`config.mk`:
```
export PLATFORM = sky130hd
export DESIGN_NAME = cut_interval_recorder_unit
export DESIGN_NICKNAME = d
export VERILOG_FILES = /design/src/cir_pkg.sv /design/src/cir_ctrl.sv /design/src/cir_datapath.sv /design/src/cut_interval_recorder_unit.sv
export VERILOG_INCLUDE_DIRS = /design/src /design/src/src
export SDC_FILE = /design/constraint.sdc
export NUM_CORES = 2
export LEC_CHECK = 0
export BUFFER_PORTS_ARGS = -buffer_cell sky130_fd_sc_hd__clkbuf_2
export CORE_MARGIN = 4
export CORE_UTILIZATION = 35
export CTS_CLUSTER_DIAMETER = 40
export DETAILED_ROUTE_END_ITERATION = 8
export PLACE_DENSITY = 0.48
export SKIP_LAST_GASP = 1
export SLEW_MARGIN = 20
export SYNTH_ARGS = -nofsm -noshare
export SYNTH_HDL_FRONTEND = slang
export SYNTH_SLANG_ARGS = --single-unit
```
`constraint.sdc`:
```
create_clock -name clk_i -period 13.78 [get_ports clk_i]
set_input_delay 1.378 -clock clk_i [delete_from_list [all_inputs] [get_ports clk_i]]
set_output_delay 1.378 -clock clk_i [all_outputs]
set_load 0.05 [all_outputs]
```
`src/cut_interval_recorder_unit_defines.svh`:
```
// Assertion macros for the recorder RTL.
`ifndef CUT_INTERVAL_RECORDER_UNIT_DEFINES_SVH
`define CUT_INTERVAL_RECORDER_UNIT_DEFINES_SVH

// Check cons in the same cycle that ante holds.
`define CIR_ASSERT_IMPL(name, ante, cons) \
  name: assert property (@(posedge clk_i) disable iff (!rst_ni) (ante) |-> (cons)) \
    else $error("cut interval recorder: same-cycle check failed");

// Check cons in the cycle after ante holds.
`define CIR_ASSERT_NEXT(name, ante, cons) \
  name: assert property (@(posedge clk_i) disable iff (!rst_ni) (ante) |=> (cons)) \
    else $error("cut interval recorder: next-cycle check failed");

`endif

```
`src/cir_pkg.sv`:
```
package cir_pkg;

  typedef enum logic [1:0] {
    ST_IDLE,
    ST_READ,
    ST_UPDATE,
    ST_DONE
  } cir_state_e;

  typedef struct packed {
    logic load;
    logic read;
    logic update;
  } cir_cmd_t;

  localparam logic [4:0]  NUM_CUTS_RESET = 5'd16;
  localparam logic [31:0] TALLY_MAX      = 32'hFFFF_FFFF;

endpackage

```
`src/cir_ctrl.sv`:
```
module cir_ctrl (
  input  logic              clk_i,
  input  logic              rst_ni,
  input  logic              in_valid_i,
  output logic              in_stall_o,
  output logic              out_valid_o,
  input  logic              out_stall_i,
  output cir_pkg::cir_cmd_t cmd_o
);
  import cir_pkg::*;

  cir_state_e state_q, state_d;

  always_comb begin
    state_d = state_q;
    case (state_q)
      ST_IDLE:   if (in_valid_i) state_d = ST_READ;
      ST_READ:   state_d = ST_UPDATE;
      ST_UPDATE: state_d = ST_DONE;
      ST_DONE:   if (!out_stall_i) state_d = ST_IDLE;
      default:   state_d = ST_IDLE;
    endcase
  end

  always_comb begin
    cmd_o       = '0;
    in_stall_o  = 1'b1;
    out_valid_o = 1'b0;
    case (state_q)
      ST_IDLE: begin
        in_stall_o  = 1'b0;
        cmd_o.load  = in_valid_i;
      end
      ST_READ:   cmd_o.read = 1'b1;
      ST_UPDATE: cmd_o.update = 1'b1;
      ST_DONE:   out_valid_o = 1'b1;
      default: begin
        in_stall_o = 1'b1;
      end
    endcase
  end

  always_ff @(posedge clk_i or negedge rst_ni) begin
    if (!rst_ni) begin
      state_q <= ST_IDLE;
    end else begin
      state_q <= state_d;
    end
  end

endmodule

```
`src/cir_datapath.sv`:
```
module cir_datapath #(
  parameter int MaxCutTypes = 16
) (
  input  logic              clk_i,
  input  logic              rst_ni,
  input  cir_pkg::cir_cmd_t cmd_i,
  input  logic              num_cuts_we_i,
  input  logic [4:0]        num_cuts_i,
  input  logic [3:0]        cut_type_i,
  input  logic signed [31:0] cut_value_i,
  input  logic [31:0]       event_number_i,
  output logic              accepted_o,
  output logic              closed_valid_o,
  output logic signed [31:0] closed_value_o,
  output logic [31:0]       closed_start_o,
  output logic              opened_valid_o,
  output logic [31:0]       tally_count_o
);
  import cir_pkg::*;

  localparam int IdxW = $clog2(MaxCutTypes);

  logic [4:0] num_cuts_q;

  // latched item
  logic [IdxW-1:0] idx_q;
  logic [31:0]     val_q;
  logic [31:0]     ev_q;
  logic            hit_q;

  // per-type tables
  logic [31:0] value_mem [MaxCutTypes];
  logic [31:0] start_mem [MaxCutTypes];
  logic [31:0] tally_mem [MaxCutTypes];
  logic [MaxCutTypes-1:0] open_q;
  logic [MaxCutTypes-1:0] tally_ok_q;

  // registered read data
  logic [31:0] rd_value_q;
  logic [31:0] rd_start_q;
  logic [31:0] rd_tally_q;
  logic        rd_open_q;
  logic        rd_tok_q;

  logic        in_range;
  logic        nonzero;
  logic        differs;
  logic        closed;
  logic        opened;
  logic [31:0] tally_cur;
  logic [31:0] tally_new;
  logic        wr_en;

  assign in_range = ({1'b0, cut_type_i} < num_cuts_q) &&
                    (32'(cut_type_i) < 32'(MaxCutTypes));

  assign nonzero   = (val_q != 32'd0);
  assign differs   = (rd_value_q != val_q);
  assign tally_cur = rd_tok_q ? rd_tally_q : 32'd0;
  assign tally_new = (nonzero && (tally_cur != TALLY_MAX)) ? tally_cur + 32'd1 : tally_cur;
  assign closed    = rd_open_q && (!nonzero || differs);
  assign opened    = nonzero && (!rd_open_q || differs);
  assign wr_en     = cmd_i.update && hit_q;

  always_ff @(posedge clk_i or negedge rst_ni) begin
    if (!rst_ni) begin
      num_cuts_q <= NUM_CUTS_RESET;
    end else if (num_cuts_we_i) begin
      num_cuts_q <= num_cuts_i;
    end
  end

  always_ff @(posedge clk_i or negedge rst_ni) begin
    if (!rst_ni) begin
      open_q     <= '0;
      tally_ok_q <= '0;
    end else if (wr_en) begin
      open_q[idx_q]     <= nonzero;
      tally_ok_q[idx_q] <= 1'b1;
    end
  end

  always_ff @(posedge clk_i) begin
    if (cmd_i.load) begin
      idx_q <= IdxW'(cut_type_i);
      val_q <= cut_value_i;
      ev_q  <= event_number_i;
      hit_q <= in_range;
    end
  end

  always_ff @(posedge clk_i) begin
    if (cmd_i.read) begin
      rd_value_q <= value_mem[idx_q];
      rd_start_q <= start_mem[idx_q];
      rd_tally_q <= tally_mem[idx_q];
      rd_open_q  <= open_q[idx_q];
      rd_tok_q   <= tally_ok_q[idx_q];
    end
  end

  always_ff @(posedge clk_i) begin
    if (wr_en) begin
      tally_mem[idx_q] <= tally_new;
    end
    if (wr_en && opened) begin
      value_mem[idx_q] <= val_q;
      start_mem[idx_q] <= ev_q;
    end
  end

  // Ignored types report all zeros.
  always_ff @(posedge clk_i) begin
    if (cmd_i.update) begin
      accepted_o     <= hit_q;
      closed_valid_o <= hit_q && closed;
      closed_value_o <= (hit_q && closed) ? rd_value_q : 32'd0;
      closed_start_o <= (hit_q && closed) ? rd_start_q : 32'd0;
      opened_valid_o <= hit_q && opened;
      tally_count_o  <= hit_q ? tally_new : 32'd0;
    end
  end

endmodule

```
`src/cut_interval_recorder_unit.sv`:
```
// Cut interval recorder. For each cut type below num_cuts it tracks whether a
// cut condition interval is open, the value of that interval, the event it
// started at, and a saturating tally of items with a nonzero value. Every
// accepted item yields exactly one result item: accepted is 0 (and every
// other field 0) for a type at or above num_cuts, otherwise the result tells
// which interval was closed at this event and whether a new one was opened
// with the item's value. Each item goes through load, table read, update and
// result hold (through any output stall), as the per-type tables sit in a
// memory with a registered read port and take a read-modify-write. The next
// item is taken once the result has left. num_cuts resets to 16 and is written
// through num_cuts_we_i; the user must write it only while idle, which the
// block does not enforce. The tables need no clearing pass after reset.
`include "cut_interval_recorder_unit_defines.svh"

module cut_interval_recorder_unit #(
  parameter int MAX_CUT_TYPES = 16
) (
  input  logic               clk_i,
  input  logic               rst_ni,
  // configuration
  input  logic               num_cuts_we_i,
  input  logic [4:0]         num_cuts_i,
  // input items
  input  logic               in_valid_i,
  output logic               in_stall_o,
  input  logic [3:0]         cut_type_i,
  input  logic signed [31:0] cut_value_i,
  input  logic [31:0]        event_number_i,
  // result items
  output logic               out_valid_o,
  input  logic               out_stall_i,
  output logic               accepted_o,
  output logic               closed_valid_o,
  output logic signed [31:0] closed_value_o,
  output logic [31:0]        closed_start_o,
  output logic               opened_valid_o,
  output logic [31:0]        tally_count_o
);
  import cir_pkg::*;

  cir_cmd_t cmd;

  // Sequence load, read, update and hold of one item at a time.
  cir_ctrl u_ctrl (
    .clk_i       (clk_i),
    .rst_ni      (rst_ni),
    .in_valid_i  (in_valid_i),
    .in_stall_o  (in_stall_o),
    .out_valid_o (out_valid_o),
    .out_stall_i (out_stall_i),
    .cmd_o       (cmd)
  );

  // Hold the per-type tables and build the result.
  cir_datapath #(
    .MaxCutTypes (MAX_CUT_TYPES)
  ) u_datapath (
    .clk_i          (clk_i),
    .rst_ni         (rst_ni),
    .cmd_i          (cmd),
    .num_cuts_we_i  (num_cuts_we_i),
    .num_cuts_i     (num_cuts_i),
    .cut_type_i     (cut_type_i),
    .cut_value_i    (cut_value_i),
    .event_number_i (event_number_i),
    .accepted_o     (accepted_o),
    .closed_valid_o (closed_valid_o),
    .closed_value_o (closed_value_o),
    .closed_start_o (closed_start_o),
    .opened_valid_o (opened_valid_o),
    .tally_count_o  (tally_count_o)
  );

  // An accepted item blocks further input until its result is gone.
  `CIR_ASSERT_NEXT(a_block_after_accept, in_valid_i && !in_stall_o, in_stall_o)
  // Never ready for input while a result is pending.
  `CIR_ASSERT_IMPL(a_one_in_flight, out_valid_o, in_stall_o)
  // An ignored type reports nothing closed or opened and a zero tally.
  `CIR_ASSERT_IMPL(a_ignored_zero, out_valid_o && !accepted_o,
                   !closed_valid_o && !opened_valid_o && tally_count_o == 32'd0)
  // A fresh interval only opens on a nonzero value, which leaves the tally nonzero.
  `CIR_ASSERT_IMPL(a_open_has_tally, out_valid_o && opened_valid_o,
                   accepted_o && tally_count_o != 32'd0)

endmodule

```
-- Yosys cells after proc, flatten, opt, wreduce, memory -nomap -nowiden
Memories as Yosys holds them, arrays and structs flattened. A register that Yosys moved wholly into a read port is not among the register bits.
Cells that the tools add are included.
- bits in registers: 209
- bits in latches: 0
- RAM bits: 1536
- bits in read-only memories: 0
- input bits: 78
- output and inout bits: 101
- memories: 3
- $add $sub $neg: 1
- $mul: 0
- divide/modulo/power cells: 0
- magnitude comparators: 3
- equality and inequality tests: 7
- shifts and indexed selects: 0
- muxes and demuxes: 21
- bitwise gates (word level): 1
- reduce and logical (&&, ||, !) cells: 15
- memory list (memory ; words ; bits a word ; read ports ; clocked after Yosys merged registers in ; write ports ; RTL line ; source):
    u_datapath.start_mem ; 16 ; 32 ; 1 ; 1 ; 1 ; cir_datapath.sv:33 ; logic [31:0] start_mem [MaxCutTypes];
    u_datapath.tally_mem ; 16 ; 32 ; 1 ; 1 ; 1 ; cir_datapath.sv:34 ; logic [31:0] tally_mem [MaxCutTypes];
    u_datapath.value_mem ; 16 ; 32 ; 1 ; 1 ; 1 ; cir_datapath.sv:32 ; logic [31:0] value_mem [MaxCutTypes];
- operator list (operator ; number):
    2-to-1 mux 32 bit ; 2
    adder 32 x 1 -> 32 bit (second input constant) ; 1
    != test 32 bit ; 1
    != test 32 bit (second input constant) ; 1
    nonzero test 32 bit ; 1
    bitwise mux 16 bit ; 1
    bitwise OR 16 bit ; 1
    2-to-1 mux 1 bit ; 12
    binary-select mux 1 bit (select 4 bit) ; 2
    logical AND 1 bit ; 8
    one-hot mux 2 bit (4 select lines) ; 1
    < comparator 4 x 5 -> 1 bit ; 1
    < comparator 4 x 5 -> 1 bit (second input constant) ; 1
    demux 1 bit (select 4 bit) ; 1
    equality test 2 bit (second input constant) ; 2
    >= comparator 4 x 1 -> 1 bit (second input constant) ; 1
    2-to-1 mux 2 bit ; 2
    != test 2 bit (second input constant) ; 2
    equality test 2 x 1 -> 1 bit (second input constant) ; 1
    zero test 1 bit ; 2
    zero test 2 bit ; 1
    logical OR 1 bit ; 2
    AND reduction 2 bit ; 1

-- Logic depth before layout (Yosys ltp)
- word-level depth: 6
- gate-level depth with buffers: 12

-- By module
Synthesis repeated with hierarchy kept, for this count alone.
- cell total of the unflattened synthesis: 2913
- area, all modules: 69581.7 µm²
- by module, submodules not included (module ; instances ; cells each ; area each (µm²)):
    cir_datapath ; 1 ; 2898 ; 69406.6
    cir_ctrl ; 1 ; 15 ; 175.2

-- Worst setup path before layout
No wires, ideal clock.
- path kind: reg-to-reg
- start point: register u_ctrl.state_q[0]
- end point: memory u_datapath.start_mem[3][0], enable pin
- library setup time: 644 ps
- arrival: 9932 ps
- required time: 13136 ps
- slack: 3204 ps
- cell stages (with the launch flop): 5
- path buffers: 0
- period minus slack after synthesis: 10576 ps
- cells stage by stage: dfrtp_1 -> inv_1 -> ha_1 -> nand4_1 -> nor4_1
- cells in the longest elaborated chain, start to end: 6
- ends and longest elaborated chain (what ; RTL line ; source):
    start: declaration ; cir_ctrl.sv:12 ; cir_state_e state_q, state_d;
    start signal: assignment ; cir_ctrl.sv:47 ; state_q <= state_d;
    equality test 2 bit ; cir_ctrl.sv:29 ; case (state_q)
    2-to-1 mux 1 bit ; cir_ctrl.sv:29 ;
    logical AND 1 bit ; cir_datapath.sv:63 ; assign wr_en = cmd_i.update && hit_q;
    logical AND 1 bit ; cir_datapath.sv:106 ; if (wr_en && opened) begin
    2-to-1 mux 1 bit ; cir_datapath.sv:106 ;
    2-to-1 mux 1 bit (not written as such) ; cir_datapath.sv:108 ; start_mem[idx_q] <= ev_q;
    end: declaration ; cir_datapath.sv:33 ;
Every way passes these cells.

-- Final worst setup path
- start point: register u_datapath.idx_q[1]
- end point: memory u_datapath.start_mem[3][15], enable pin
- RTL lines (what ; RTL line ; source):
    start: declaration ; cir_datapath.sv:26 ; logic [IdxW-1:0] idx_q;
    start signal: assignment ; cir_datapath.sv:85 ; idx_q <= IdxW'(cut_type_i);
Straight into the memory's write port.

==> key figures <==
Timing
  – RSZ-0062 raised after global routing: no
  – Clk_skew: 65.63 ps
  – Worst hold slack: 463.5 ps
  – Final Hold Viols: 0
  – Post-Route Setup TNS: 0 ps
  – Tmin final: 5050 ps
  – Fmax: 198.0 MHz
  – Period utilization: 36.65%
  – Max-slew headroom: 27.12%
  – Final slew viol count: 0
  – Final Setup Violations: 0
  – Worst-Margin Slew: 1089 ps

Layout
  – Ant diodes: 0
  – Fin util: 42.42%
  – Share of cells above drive strength 1: 36.25%
  – Area Growth Syn to Fin: 20.50%
  – Biggest regs: u_datapath.start_mem (512), u_datapath.tally_mem (512), u_datapath.value_mem (512)
  – Nets: 3,417

Clock network
  – CTS Root Cell: clkbuf_16
  – H-tree Lvls: 5
  – Number of hold buffers added after CTS: 0
  – CTS clk-pin slew, worst paths: 50 ps
  – Resized cells post-CTS: 0
  – CTS tree: done
  – Clk Latency, worst-skew pair: 900 ps
  – Clock Sink Count: 1,841
  – Longest Clk Path Bufs: 4
  – Setup Fix Bufs, Post-CTS: 0
  – CTS buffer count: 294

Synth
  – Mean post-synth cell area: 23.89 sq um
  – Post-synth ARST share: 2.118%
  – Cell Area, Synth: 0.06950 sq mm
  – Predominant post-synthesis flop cell: edfxtp_1
  – Register area share after synthesis: 79.27%
  – Post-synthesis cell type count: 53
  – Post-synth top area share: 77.86%
  – Post-synth top area cell: edfxtp_1
  – Area contributors post-synth: edfxtp_1 78%, mux4_2 16%, dfrtp_1 1.4%
  – Post-synth EDFFs: 1,802
  – Mapped Cells: 2,909
  – FF+latch count, synth: 1,841
  – Post-synth top cells: 1,802 x edfxtp_1, 490 x mux4_2, 83 x and2_1
  – Most frequent cell after synthesis: edfxtp_1
  – Yosys warns: 0
  – Syn nets: 2,996

Route
  – Via count: 32,000
  – Drt total wl: 176,000 um
  – Vias per cell: 5.179
  – Post-DRT Antenna Nets: 0
  – DR pass1 iterations: 5
  – Wirelength per Cell: 28.48 um
  – DR iter-0 viols: 2,825
  – Residual DRC: 0

Placement
  – PortBufs: 178
  – DP Wirelength: 89,000 um
  – Routability congestion estimate: 0.7350

Global routing
  – Grt ovf: 0
  – Initial antenna violation count: 7
  – Vias in the first global route: 34,514
  – Largest net degree at the start of global routing: 112
  – GRT Util Overall: 17.06%
  – Global-route wire length before repair: 251,300 um

Floorplanning
  – Core Area: 0.1974 sq mm
  – Die width: 453.6 um
  – FP Rows: 163
  – Die Span Y: 453.6 um
  – # IOs: 179
  – Die footprint: 0.2058 sq mm
  – Starting density of the core: 35.20%

Hold path
  – HP Class: reg -> reg
  – Worst Hold End: u_datapath.tally_ok_q[5]
  – Hold depth: 1
  – Min-delay src: u_datapath.tally_ok_q[5]

Run status
  – Status: finished, final reports clean

Critical path
  – CP max stage cell: buf_4
  – Cell depth of the worst flop-to-flop path: 6
  – Cell mode on critical path: buf_4
  – Worst r2r src: u_datapath.idx_q[1]
  – CP Class: reg -> reg
  – Crit start category: register
  – Critical-path cell list: buf_4 > buf_4 > nand4_1 > nor4_2 > buf_4 > buf_4
  – Reg-to-Reg End: u_datapath.start_mem[3][15]
  – Reg2reg setup slack: 8730 ps
  – Crit-path max cell delay: 920 ps
  – CP Capture Type: register
  – Worst Path Arrival: 5540 ps
  – Critical Path RT: 14,270 ps
  – CP Max Fanout: 69

Power
  – P per Cell Area: 201.3 mW/mm^2
  – Worst vdd ir: 111.0 uV
  – Leakage: 27.09 nW

Flow run
  – Max cap viols: 0
through the flow:
step                      worst slack, ps  power [W]  std cells  cell area [sq um]
final                                8730    0.01686       6179              83750
after global routing                 8336    0.01749       6179              83750
after CTS                            8081    0.01709       6178              83610
after global placement               8256   0.009710       5673              73910
after detailed placement             8142   0.009779       5673              73910
after floorplan                      3204   0.008881       2909              69500
report_power, final:
group | switching (W) | internal (W) | total, W
Clock | 0.00263 | 0.00461 | 0.00724
Combinational | 0.00151 | 0.000752 | 0.00226
Sequential | 0.000356 | 0.00700 | 0.00736
Total | 0.00449 | 0.0124 | 0.0169
routing by layer:
layer  GRT usage, %  part of all wire (%)  up-vias
met4          4.848                   2.5        0
met2          28.72                    50      983
li1               -                     -    13252
met1          22.79                    42    17437
met3          3.101                   5.0      328
met5              0                     0        -
layout by cell type (no fill, tap or decap), drive strengths merged, types with 3 or more instances in the layout:
cell type	count
nand2	48
o211ai	3
mux4	490
a21oi	17
edfxtp	1802
nand4	9
nor2b	11
clkinv	84
and4	7
nor4b	3
mux2i	4
nand3	17
bufinv	33
a21o	4
nor2	48
and2	84
xnor2	25
xor2	34
ha	9
inv	64
o21ai	12
buf	81
or2	15
nand2b	10
nor3	29
clkinvlp	21
dfrtp	38
a211oi	3
clkbuf	497
nor4	21
critical path, delay by kind of cell (launching register included):
family,cells,cell delay [ps]
AND/OR/NAND/NOR,2,1300
buffers and inverters,4,2890
flip-flops,1,310
worst max-delay path by stage:
| stage | cells after the start | startpoint | endpoint | slack, ps |
|---|---|---|---|---|
| after floorplan | 4 | u_ctrl.state_q[0] | u_datapath.start_mem[3][0] | 3200 |
| after global placement | 6 | u_datapath.idx_q[0] | u_datapath.rd_start_q[16] | 8260 |
| after detailed placement | 6 | u_datapath.idx_q[0] | u_datapath.rd_start_q[16] | 8140 |
| after CTS | 6 | u_datapath.idx_q[0] | u_datapath.rd_start_q[16] | 8080 |
| after global routing | 7 | u_datapath.idx_q[0] | u_datapath.rd_start_q[16] | 8340 |
| final | 6 | u_datapath.idx_q[1] | u_datapath.start_mem[3][15] | 8730 |
kinds of logic after synthesis:
family          Yosys count  share of synthesized area [%]
mux                     496                          15.97
buf+inv                 150                         0.9596
flops                  1841                          79.27
simple gates            309                          2.481
xor+xnor                 59                         0.7435
compound gates           45                         0.4177
fa+ha+maj                 9                         0.1620
final cells by class:
cell class | instances | area, sq um
clock buffer | 320 | 7540
clock inverter | 185 | 2158
fill | 17006 | 113700
inverter | 17 | 63.81
multi-input combinational | 918 | 14050
sequential | 1841 | 55090
tap | 2640 | 3303
timing repair buffer | 258 | 1540
No activity file was read; power rests on OpenSTA's default activity.
